--- config.mk ---
export PLATFORM = sky130hd
export DESIGN_NAME = pointer_event_reporter_unit
export DESIGN_NICKNAME = d
export VERILOG_FILES = /design/src/design/pevr_pkg.sv /design/src/design/pointer_event_reporter_unit.sv /design/src/design/pevr_div.sv
export SDC_FILE = /design/constraint.sdc
export NUM_CORES = 1
export LEC_CHECK = 0
export ABC_AREA = 0
export BUFFER_PORTS_ARGS = -buffer_cell sky130_fd_sc_hd__buf_2
export CAP_MARGIN = 20
export CORE_UTILIZATION = 41
export CTS_CLUSTER_SIZE = 28
export DETAILED_ROUTE_END_ITERATION = 8
export GPL_TIMING_DRIVEN = 0
export SYNTH_ARGS = -nofsm -noshare
export SYNTH_HDL_FRONTEND = slang
export SYNTH_SLANG_ARGS = --single-unit
--- constraint.sdc ---
create_clock -name clk -period 16.6 [get_ports clk]
set_input_delay 1.66 -clock clk [delete_from_list [all_inputs] [get_ports clk]]
set_output_delay 1.66 -clock clk [all_outputs]
set_load 0.02 [all_outputs]
--- src/design/pevr_pkg.sv ---
// pevr_pkg: shared types and constants of the pointer event reporter
// event type and code values, register indexes, sequencer states, divider request
`timescale 1ns / 1ps

package pevr_pkg;

  localparam int unsigned POS_W   = 16;
  localparam int unsigned PROD_W  = 2 * POS_W;
  localparam int unsigned BTN_W   = 5;
  localparam int unsigned NSLOT   = 8;
  localparam int unsigned SLOT_W  = 3;
  localparam int unsigned STEP_W  = 5;

  localparam logic [1:0] EV_SYNC = 2'd0;
  localparam logic [1:0] EV_KEY  = 2'd1;
  localparam logic [1:0] EV_REL  = 2'd2;
  localparam logic [1:0] EV_ABS  = 2'd3;

  localparam logic [8:0] CODE_LEFT   = 9'h110;
  localparam logic [8:0] CODE_RIGHT  = 9'h111;
  localparam logic [8:0] CODE_MIDDLE = 9'h112;
  localparam logic [8:0] CODE_WHEEL  = 9'h008;
  localparam logic [8:0] CODE_X      = 9'h000;
  localparam logic [8:0] CODE_Y      = 9'h001;
  localparam logic [8:0] CODE_SYNC   = 9'h000;

  localparam logic [15:0] WHEEL_UP   = 16'h0001;
  localparam logic [15:0] WHEEL_DOWN = 16'hffff;

  localparam logic [1:0] REG_DRIVER_READY  = 2'd0;
  localparam logic [1:0] REG_SCREEN_WIDTH  = 2'd1;
  localparam logic [1:0] REG_SCREEN_HEIGHT = 2'd2;

  localparam logic [15:0] WIDTH_RESET  = 16'd1024;
  localparam logic [15:0] HEIGHT_RESET = 16'd768;

  // burst slots, in emission order
  localparam logic [SLOT_W-1:0] SLOT_LEFT   = 3'd0;
  localparam logic [SLOT_W-1:0] SLOT_MIDDLE = 3'd1;
  localparam logic [SLOT_W-1:0] SLOT_RIGHT  = 3'd2;
  localparam logic [SLOT_W-1:0] SLOT_UP     = 3'd3;
  localparam logic [SLOT_W-1:0] SLOT_DOWN   = 3'd4;
  localparam logic [SLOT_W-1:0] SLOT_X      = 3'd5;
  localparam logic [SLOT_W-1:0] SLOT_Y      = 3'd6;
  localparam logic [SLOT_W-1:0] SLOT_SYNC   = 3'd7;

  typedef enum logic [2:0] {
    ST_IDLE,
    ST_MUL,
    ST_DIV_GO,
    ST_DIV_WAIT,
    ST_EMIT
  } state_t;

  typedef struct packed {
    logic              start;
    logic [PROD_W-1:0] dividend;
    logic [POS_W-1:0]  divisor;
  } div_req_t;

endpackage

--- src/design/pointer_event_reporter_unit.sv ---
// pointer_event_reporter_unit: top level, sequencer, scaling and event output register
// depends on pevr_pkg and pevr_div
`timescale 1ns / 1ps

//  channel   | signals                                          | direction
//  ----------+--------------------------------------------------+----------
//  sample    | in_valid, in_ready, button_bits, x/y_position    | in
//  event     | out_valid, out_ready, event_type/code/value/last | out
//  config    | cfg_write, cfg_index, cfg_data                   | in
//
// a request with driver_ready low is accepted and yields nothing
// otherwise each axis passes in turn through the shared multiply and 16-step divider,
// then the burst of 3 to 8 events leaves at one per cycle while out_ready is high
// in_ready is high only while the sequencer is idle; a held last event does not block it
// rst clears control state, registers to their reset values and the button history

module pointer_event_reporter_unit #(
  parameter int unsigned AXIS_MAX = 32767
) (
  input  logic               clk,
  input  logic               rst,
  input  logic               in_valid,
  output logic               in_ready,
  input  logic [4:0]         button_bits,
  input  logic [15:0]        x_position,
  input  logic [15:0]        y_position,
  output logic               out_valid,
  input  logic               out_ready,
  output logic [1:0]         event_type,
  output logic [8:0]         event_code,
  output logic signed [15:0] event_value,
  output logic               last_event,
  input  logic               cfg_write,
  input  logic [1:0]         cfg_index,
  input  logic [15:0]        cfg_data
);

  localparam logic [pevr_pkg::POS_W-1:0] AxisK = pevr_pkg::POS_W'(AXIS_MAX);

  pevr_pkg::state_t state, state_next;

  logic                          driver_ready;
  logic [pevr_pkg::POS_W-1:0]    screen_width;
  logic [pevr_pkg::POS_W-1:0]    screen_height;
  logic [pevr_pkg::BTN_W-1:0]    prev_buttons;
  logic [pevr_pkg::BTN_W-1:0]    buttons;
  logic [pevr_pkg::POS_W-1:0]    xpos;
  logic [pevr_pkg::POS_W-1:0]    ypos;
  logic                          axis;
  logic                          zero_size;
  logic [pevr_pkg::PROD_W-1:0]   prod;
  logic [pevr_pkg::POS_W-1:0]    divisor;
  logic [pevr_pkg::POS_W-1:0]    xval;
  logic [pevr_pkg::POS_W-1:0]    yval;
  logic [pevr_pkg::NSLOT-1:0]    pending;

  logic                          accept;
  logic                          load_event;
  logic [pevr_pkg::BTN_W-1:0]    changed;
  logic [pevr_pkg::POS_W-1:0]    size_sel;
  logic [pevr_pkg::POS_W-1:0]    pos_sel;
  logic [pevr_pkg::POS_W-1:0]    top;
  logic [pevr_pkg::POS_W-1:0]    pos_cl;
  logic                          size_small;
  logic [pevr_pkg::SLOT_W-1:0]   slot;
  logic [pevr_pkg::POS_W-1:0]    axis_val;
  logic                          div_done;
  logic [pevr_pkg::POS_W-1:0]    div_q;
  pevr_pkg::div_req_t            div_req;

  logic [1:0]                    ev_type;
  logic [8:0]                    ev_code;
  logic [15:0]                   ev_value;

  pevr_div u_div (
    .clk      (clk),
    .rst      (rst),
    .req      (div_req),
    .done     (div_done),
    .quotient (div_q)
  );

  assign accept     = in_valid && in_ready;
  assign changed    = button_bits ^ prev_buttons;
  assign size_sel   = axis ? screen_height : screen_width;
  assign pos_sel    = axis ? ypos : xpos;
  assign size_small = size_sel <= pevr_pkg::POS_W'(1);
  assign top        = size_sel - pevr_pkg::POS_W'(1);
  assign pos_cl     = size_small ? '0 : ((pos_sel > top) ? top : pos_sel);
  assign axis_val   = zero_size ? '0 : div_q;

  always_comb begin
    slot = pevr_pkg::SLOT_SYNC;
    for (int i = pevr_pkg::NSLOT - 1; i >= 0; i--) begin
      if (pending[i]) begin
        slot = pevr_pkg::SLOT_W'(i);
      end
    end
  end

  // next state
  always_comb begin
    state_next = state;
    unique case (state)
      pevr_pkg::ST_IDLE: begin
        if (accept && driver_ready) begin
          state_next = pevr_pkg::ST_MUL;
        end
      end
      pevr_pkg::ST_MUL: begin
        state_next = pevr_pkg::ST_DIV_GO;
      end
      pevr_pkg::ST_DIV_GO: begin
        state_next = pevr_pkg::ST_DIV_WAIT;
      end
      pevr_pkg::ST_DIV_WAIT: begin
        if (div_done) begin
          state_next = axis ? pevr_pkg::ST_EMIT : pevr_pkg::ST_MUL;
        end
      end
      pevr_pkg::ST_EMIT: begin
        if (load_event && (slot == pevr_pkg::SLOT_SYNC)) begin
          state_next = pevr_pkg::ST_IDLE;
        end
      end
      default: state_next = pevr_pkg::ST_IDLE;
    endcase
  end

  // outputs of the sequencer
  always_comb begin
    in_ready         = 1'b0;
    load_event       = 1'b0;
    div_req.start    = 1'b0;
    div_req.dividend = prod;
    div_req.divisor  = divisor;
    unique case (state)
      pevr_pkg::ST_IDLE:     in_ready = 1'b1;
      pevr_pkg::ST_MUL:      ;
      pevr_pkg::ST_DIV_GO:   div_req.start = 1'b1;
      pevr_pkg::ST_DIV_WAIT: ;
      pevr_pkg::ST_EMIT:     load_event = (!out_valid || out_ready) && (pending != '0);
      default:               ;
    endcase
  end

  always_comb begin
    ev_type  = pevr_pkg::EV_SYNC;
    ev_code  = pevr_pkg::CODE_SYNC;
    ev_value = '0;
    unique case (slot)
      pevr_pkg::SLOT_LEFT: begin
        ev_type  = pevr_pkg::EV_KEY;
        ev_code  = pevr_pkg::CODE_LEFT;
        ev_value = 16'(buttons[0]);
      end
      pevr_pkg::SLOT_MIDDLE: begin
        ev_type  = pevr_pkg::EV_KEY;
        ev_code  = pevr_pkg::CODE_MIDDLE;
        ev_value = 16'(buttons[1]);
      end
      pevr_pkg::SLOT_RIGHT: begin
        ev_type  = pevr_pkg::EV_KEY;
        ev_code  = pevr_pkg::CODE_RIGHT;
        ev_value = 16'(buttons[2]);
      end
      pevr_pkg::SLOT_UP: begin
        ev_type  = pevr_pkg::EV_REL;
        ev_code  = pevr_pkg::CODE_WHEEL;
        ev_value = pevr_pkg::WHEEL_UP;
      end
      pevr_pkg::SLOT_DOWN: begin
        ev_type  = pevr_pkg::EV_REL;
        ev_code  = pevr_pkg::CODE_WHEEL;
        ev_value = pevr_pkg::WHEEL_DOWN;
      end
      pevr_pkg::SLOT_X: begin
        ev_type  = pevr_pkg::EV_ABS;
        ev_code  = pevr_pkg::CODE_X;
        ev_value = xval;
      end
      pevr_pkg::SLOT_Y: begin
        ev_type  = pevr_pkg::EV_ABS;
        ev_code  = pevr_pkg::CODE_Y;
        ev_value = yval;
      end
      pevr_pkg::SLOT_SYNC: begin
        ev_type  = pevr_pkg::EV_SYNC;
        ev_code  = pevr_pkg::CODE_SYNC;
        ev_value = '0;
      end
      default: ;
    endcase
  end

  // control state
  always_ff @(posedge clk) begin
    if (rst) begin
      state         <= pevr_pkg::ST_IDLE;
      driver_ready  <= 1'b0;
      screen_width  <= pevr_pkg::WIDTH_RESET;
      screen_height <= pevr_pkg::HEIGHT_RESET;
      prev_buttons  <= '0;
      pending       <= '0;
      axis          <= 1'b0;
      out_valid     <= 1'b0;
    end else begin
      state <= state_next;
      if (cfg_write) begin
        unique case (cfg_index)
          pevr_pkg::REG_DRIVER_READY:  driver_ready  <= cfg_data[0];
          pevr_pkg::REG_SCREEN_WIDTH:  screen_width  <= cfg_data;
          pevr_pkg::REG_SCREEN_HEIGHT: screen_height <= cfg_data;
          default: ;
        endcase
      end
      if (accept && driver_ready) begin
        prev_buttons <= button_bits;
        axis         <= 1'b0;
        pending      <= {3'b111, changed[4] & button_bits[4],
                         changed[3] & button_bits[3], changed[2:0]};
      end else if ((state == pevr_pkg::ST_DIV_WAIT) && div_done) begin
        axis <= 1'b1;
      end else if (load_event) begin
        pending[slot] <= 1'b0;
      end
      if (load_event) begin
        out_valid <= 1'b1;
      end else if (out_ready) begin
        out_valid <= 1'b0;
      end
    end
  end

  // payload
  always_ff @(posedge clk) begin
    if (accept) begin
      buttons <= button_bits;
      xpos    <= x_position;
      ypos    <= y_position;
    end
    if (state == pevr_pkg::ST_MUL) begin
      prod      <= {16'b0, pos_cl} * {16'b0, AxisK};
      divisor   <= top;
      zero_size <= size_small;
    end
    if ((state == pevr_pkg::ST_DIV_WAIT) && div_done) begin
      if (axis) begin
        yval <= axis_val;
      end else begin
        xval <= axis_val;
      end
    end
    if (load_event) begin
      event_type  <= ev_type;
      event_code  <= ev_code;
      event_value <= ev_value;
      last_event  <= (slot == pevr_pkg::SLOT_SYNC);
    end
  end

endmodule

--- src/design/pevr_div.sv ---
// pevr_div: iterative restoring divider, one quotient bit per cycle
// quotient is known to fit in 16 bits; depends on pevr_pkg
`timescale 1ns / 1ps

module pevr_div (
  input  logic                          clk,
  input  logic                          rst,
  input  pevr_pkg::div_req_t            req,
  output logic                          done,
  output logic [pevr_pkg::POS_W-1:0]    quotient
);

  logic [pevr_pkg::POS_W-1:0]  rem;
  logic [pevr_pkg::POS_W-1:0]  dq;
  logic [pevr_pkg::POS_W-1:0]  divisor;
  logic [pevr_pkg::STEP_W-1:0] cnt;
  logic [pevr_pkg::POS_W:0]    trial;
  logic                        fits;

  assign trial    = {rem, dq[pevr_pkg::POS_W-1]};
  assign fits     = trial >= {1'b0, divisor};
  assign quotient = dq;

  always_ff @(posedge clk) begin
    if (rst) begin
      cnt  <= '0;
      done <= 1'b0;
    end else begin
      done <= (cnt == pevr_pkg::STEP_W'(1));
      if (req.start) begin
        cnt <= pevr_pkg::STEP_W'(pevr_pkg::POS_W);
      end else if (cnt != '0) begin
        cnt <= cnt - pevr_pkg::STEP_W'(1);
      end
    end
  end

  always_ff @(posedge clk) begin
    if (req.start) begin
      rem     <= req.dividend[pevr_pkg::PROD_W-1:pevr_pkg::POS_W];
      dq      <= req.dividend[pevr_pkg::POS_W-1:0];
      divisor <= req.divisor;
    end else if (cnt != '0) begin
      if (fits) begin
        rem <= pevr_pkg::POS_W'(trial - {1'b0, divisor});
      end else begin
        rem <= trial[pevr_pkg::POS_W-1:0];
      end
      dq <= {dq[pevr_pkg::POS_W-2:0], fits};
    end
  end

endmodule

==> summary by stage <==
Global route
The first-pass GRT wire length is 58.3 mm. In the global route stage, overall resource usage came out at 0.182. The number of antenna violations at the first check in global routing is 0. The pin count of the biggest net entering global routing is 37. After global routing the overflow that remains totals 0.

The via count of the first global-routing pass is 11100.

Timing
For the pin with the worst max-slew slack, the measured transition is 0.959 ns. The smallest clock period supported by the final layout is computed as 14.35 ns. Setup repair after global routing left no endpoint under its margin. After routing, the total negative slack on setup checks comes to 0 ns.

Dividing the final minimum period by the clock period gives 0.864. The count of endpoints failing setup in the final report is 0. The slack of the critical path is 2.25 ns.

Measured against its own limit, the worst slew margin works out to 0.356. For the final database, setup skew stands at 0.0139 ns. The final hold violation count was 0. The final max-slew violation count is 0. The fmax is 69.7 MHz.

Worst hold path
In this run the worst hold path is classified as reg -> reg. For hold timing, the worst endpoint is u_div.divisor[9]. The number of cells on the worst hold path is 0. In this run the most critical hold path is launched from divisor[9].

Clocking
In this run, post-CTS repair resized a total of 0 instances. The number of buffers on the longest clock path is 3. Buffers inserted during clock tree synthesis total 27. The clock root buffer is clkbuf_16. TritonCTS built the clock tree. After clock tree synthesis, the clock-pin slew on the worst setup and hold paths is 0.06 ns. The number of levels in the clock H-tree is 1. The clock sink count is 243. The post-cts hold buffer count is 0. The number of setup buffers added after CTS is 0. For the worst-skew pair, the clock arrives at the later sink with an insertion delay of 0.56 ns.

Logic synthesis
The area share of xor/xnor cells in the synthesized design is 0.0470. The synthesized area per cell is 10.5 um^2. The share of synthesized area spent on multiplexers is 0.0240. Yosys mapped the design onto 79 distinct sky130hd cell types. The register bit total from synthesis is 243.

The number of synthesized flops with an enable pin is 186. Of the total synthesized cell area, the portion taken by AND, OR, NAND and NOR gates is 0.134. The compound-gate portion of the synthesized area was 0.102. Counting every instance in the synthesized netlist gives 1544. The area share of fa/ha/maj cells after synthesis is 0.224. After synthesis, the largest family of logic cells by area is adder cells.

The share of the Yosys chip area taken by registers is 0.414. The dominant synthesized flop cell is edfxtp_1. The share of async-settable or async-resettable flops after synthesis is 0.

The Yosys step of the flow raised 0 warnings. The cell area that synthesis handed to floorplanning was 16200 um^2.

Worst setup path
The largest fanout on the critical path is 10. The slack of the worst reg-to-reg path is 2.25 ns. In this run the critical register-to-register path is launched from axis. The worst setup path is of the reg -> reg kind.

The endpoint identified for the worst register-to-register timing path is prod[29]. The worst-path cell with the longest stage delay is a2111oi_0. The maximum cell stage delay along the critical path is 0.70 ns. The cell repeated most along the worst path is fa_1.

The worst setup path is launched from a flip-flop. Data on the critical path is required at its endpoint by 16.89 ns. The worst-case reg-to-reg path depth is 41. The type of element capturing the critical path is a flip-flop. The arrival time reported for the critical path endpoint is 14.64 ns.

Placed design
After legalization and detailed placement, the total HPWL measured 29.1 mm. Once placement completed, the tool counted placed cells totaling 2156. Timing analysis after detailed placement gives a worst setup slack of 2.35 ns.

During placement, the flow inserted port buffers numbering 84. Routability-driven placement finished with a final weighted congestion of 0.915.

Drt
The DRC marker count from the first detailed-route iteration is 667. After detailed routing, the total wire length is 36.0 mm. The first TritonRoute pass finished after 6 iterations.

Dividing the detail-routed wire length by the instance count gives 16.3 um. The via count normalized by instance count is 5.12. The number of antenna-violating nets in the routed design is 0. The remaining routing DRC violations is 0. The final route contains 11300 vias.

Status
The flow ran to the end, and the final reports show no timing, DRC or antenna violations.

Finish
The number of nets at the end of the flow is 1956. Of the cells placed in the final design, the portion with a size suffix greater than 1 is 0.107. 0 antenna diodes ended up in the layout. The number of standard cells in the layout, taps in and fillers out is 2206. Leaving out fill and tap cells, the most frequent cell in the layout is nand2_1. The area growth from synthesis to layout is 12.4%. Counting the fill cells in the layout gives 3612. The sequential cell area is 6730 um^2. The multi-input gate area in the final layout is 8650 um^2.

In the layout the commonest cells are nand2_1, edfxtp_1, inv_1, ha_1, a21oi_1.

Floorplanning
The die is 201 um tall. Pin placement for this block handled 90 I/O pins. The initialized floorplan defines 72 standard-cell rows. The floorplan step set the die width to 201 um. The total core area is 38800 um^2. The overall die area is 40400 um^2.

The initial core utilization is 0.418.

Flow run
The max-capacitance violation count is 0.
==> state kept, by name (all words and copies together), names as in the netlist, 2 cells and up <==
signal          count
prev_buttons        5
screen_width       16
xval               16
ypos               16
divisor            16
screen_height      16
u_div.rem          16
xpos               16
prod               31
state               3
buttons             3
yval               16
u_div.cnt           5
pending             8
u_div.divisor      16
event_code          4
event_type          2
u_div.quotient     16
event_value        16
==> cell type report <==
cell class / instances / area share
well taps: 518 / 0.0355
clock buffers: 29 / 0.0375
plain buffers: 50 / 0.0118
flip-flops and latches: 243 / 0.369
repair buffers: 91 / 0.0270
inverters: 176 / 0.0362
multi-input cells: 1078 / 0.474
clock inverters: 21 / 0.00851
==> worst max-delay path: cells and delay by family (launching register included) <==
kind / cells / cell delay (ns)
and+or+nand+nor: 8 / 1.13
xor gates and xnor gates: 3 / 1.16
adders and majority gates: 9 / 3.75
muxes: 1 / 0.58
buffers and inverters: 9 / 3.10
DFF: 1 / 0.47
AOI/OAI and AO/OA: 11 / 3.86
==> cell families after synthesis <==
| kind of cell | after synthesis |
|---|---|
| and+or+nand+nor | 454 |
| AOI/OAI and AO/OA | 265 |
| DFF | 243 |
| adders and majority gates | 234 |
| buffers and inverters | 226 |
| xor gates and xnor gates | 84 |
| muxes | 37 |
| other | 1 |
==> routing by layer <==
| layer | wire length, um | vias up | GRT usage |
|---|---|---|---|
| li1 | - | 5571 | - |
| met1 | 16800 | 5426 | 0.248 |
| met2 | 16200 | 243 | 0.293 |
| met3 | 1830 | 57 | 0.0330 |
| met4 | 1100 | 0 | 0.0592 |
| met5 | 0 | - | 0 |
==> how the worst max path moves through the flow <==
stage                     startpoint        to  slack [ns]
final                           axis  prod[29]        2.25
after global routing            axis  prod[25]        1.29
after CTS                       axis  prod[29]        2.29
after detailed placement        axis  prod[29]        2.35
after global placement          axis  prod[29]        1.89
after floorplan                 axis  prod[29]        5.13
==> cell usage after synthesis (3+ instances only) <==
cell type    n  area [um^2]
edfxtp_1   186         5590
xnor2_1     50          438
a211o_1      4         35.0
a211oi_1     6         45.0
nor3_1      28          140
buf_4        5         37.5
a2111oi_0    5         43.8
inv_1      175          657
o21ai_0     57          285
maj3_1       4         40.0
o211ai_1     3         22.5
nor2b_1     24          150
o21bai_1     9         67.6
a31o_2       4         35.0
nand2_1    190          713
xor2_1      32          280
nor4_1       8         50.1
nor3b_1      9         67.6
a21boi_0     3         22.5
a31oi_1     16          100
buf_1        4         15.0
or3_1        4         25.0
and3b_1      3         26.3
nor2_1      91          342
mux2i_1     22          220
a21oi_1     96          480
and2_1      16          100
nand3_1     25          125
fa_1        95         1900
o311ai_0     3         26.3
o21a_1       6         45.0
a21o_1      30          225
or2_2        4         25.0
nand2b_1     9         56.3
clkbuf_1    39          146
and3_1       7         43.8
nand4_1     10         62.6
mux2_2      15          169
nor2_2       3         18.8
nand3b_1     9         67.6
ha_1       134         1680
dfxtp_1     57         1140
==> through the flow <==
| stage | utilization | instance area [um^2] | hold WS (ns) |
|---|---|---|---|
| 3_5_place_dp | 0.448 | 17400 | 0.405 |
| 4_1_cts | 0.470 | 18200 | 0.414 |
| 2_1_floorplan | - | 16200 | 0.400 |
| 5_1_grt | 0.470 | 18200 | 0.416 |
| 6_report | 0.470 | 18200 | 0.413 |
| 3_3_place_gp | 0.446 | 17300 | 0.402 |
Power is left out: the tool's default activity adds up to more than one toggle a clock period on the data nets, which glitch-free logic cannot reach.
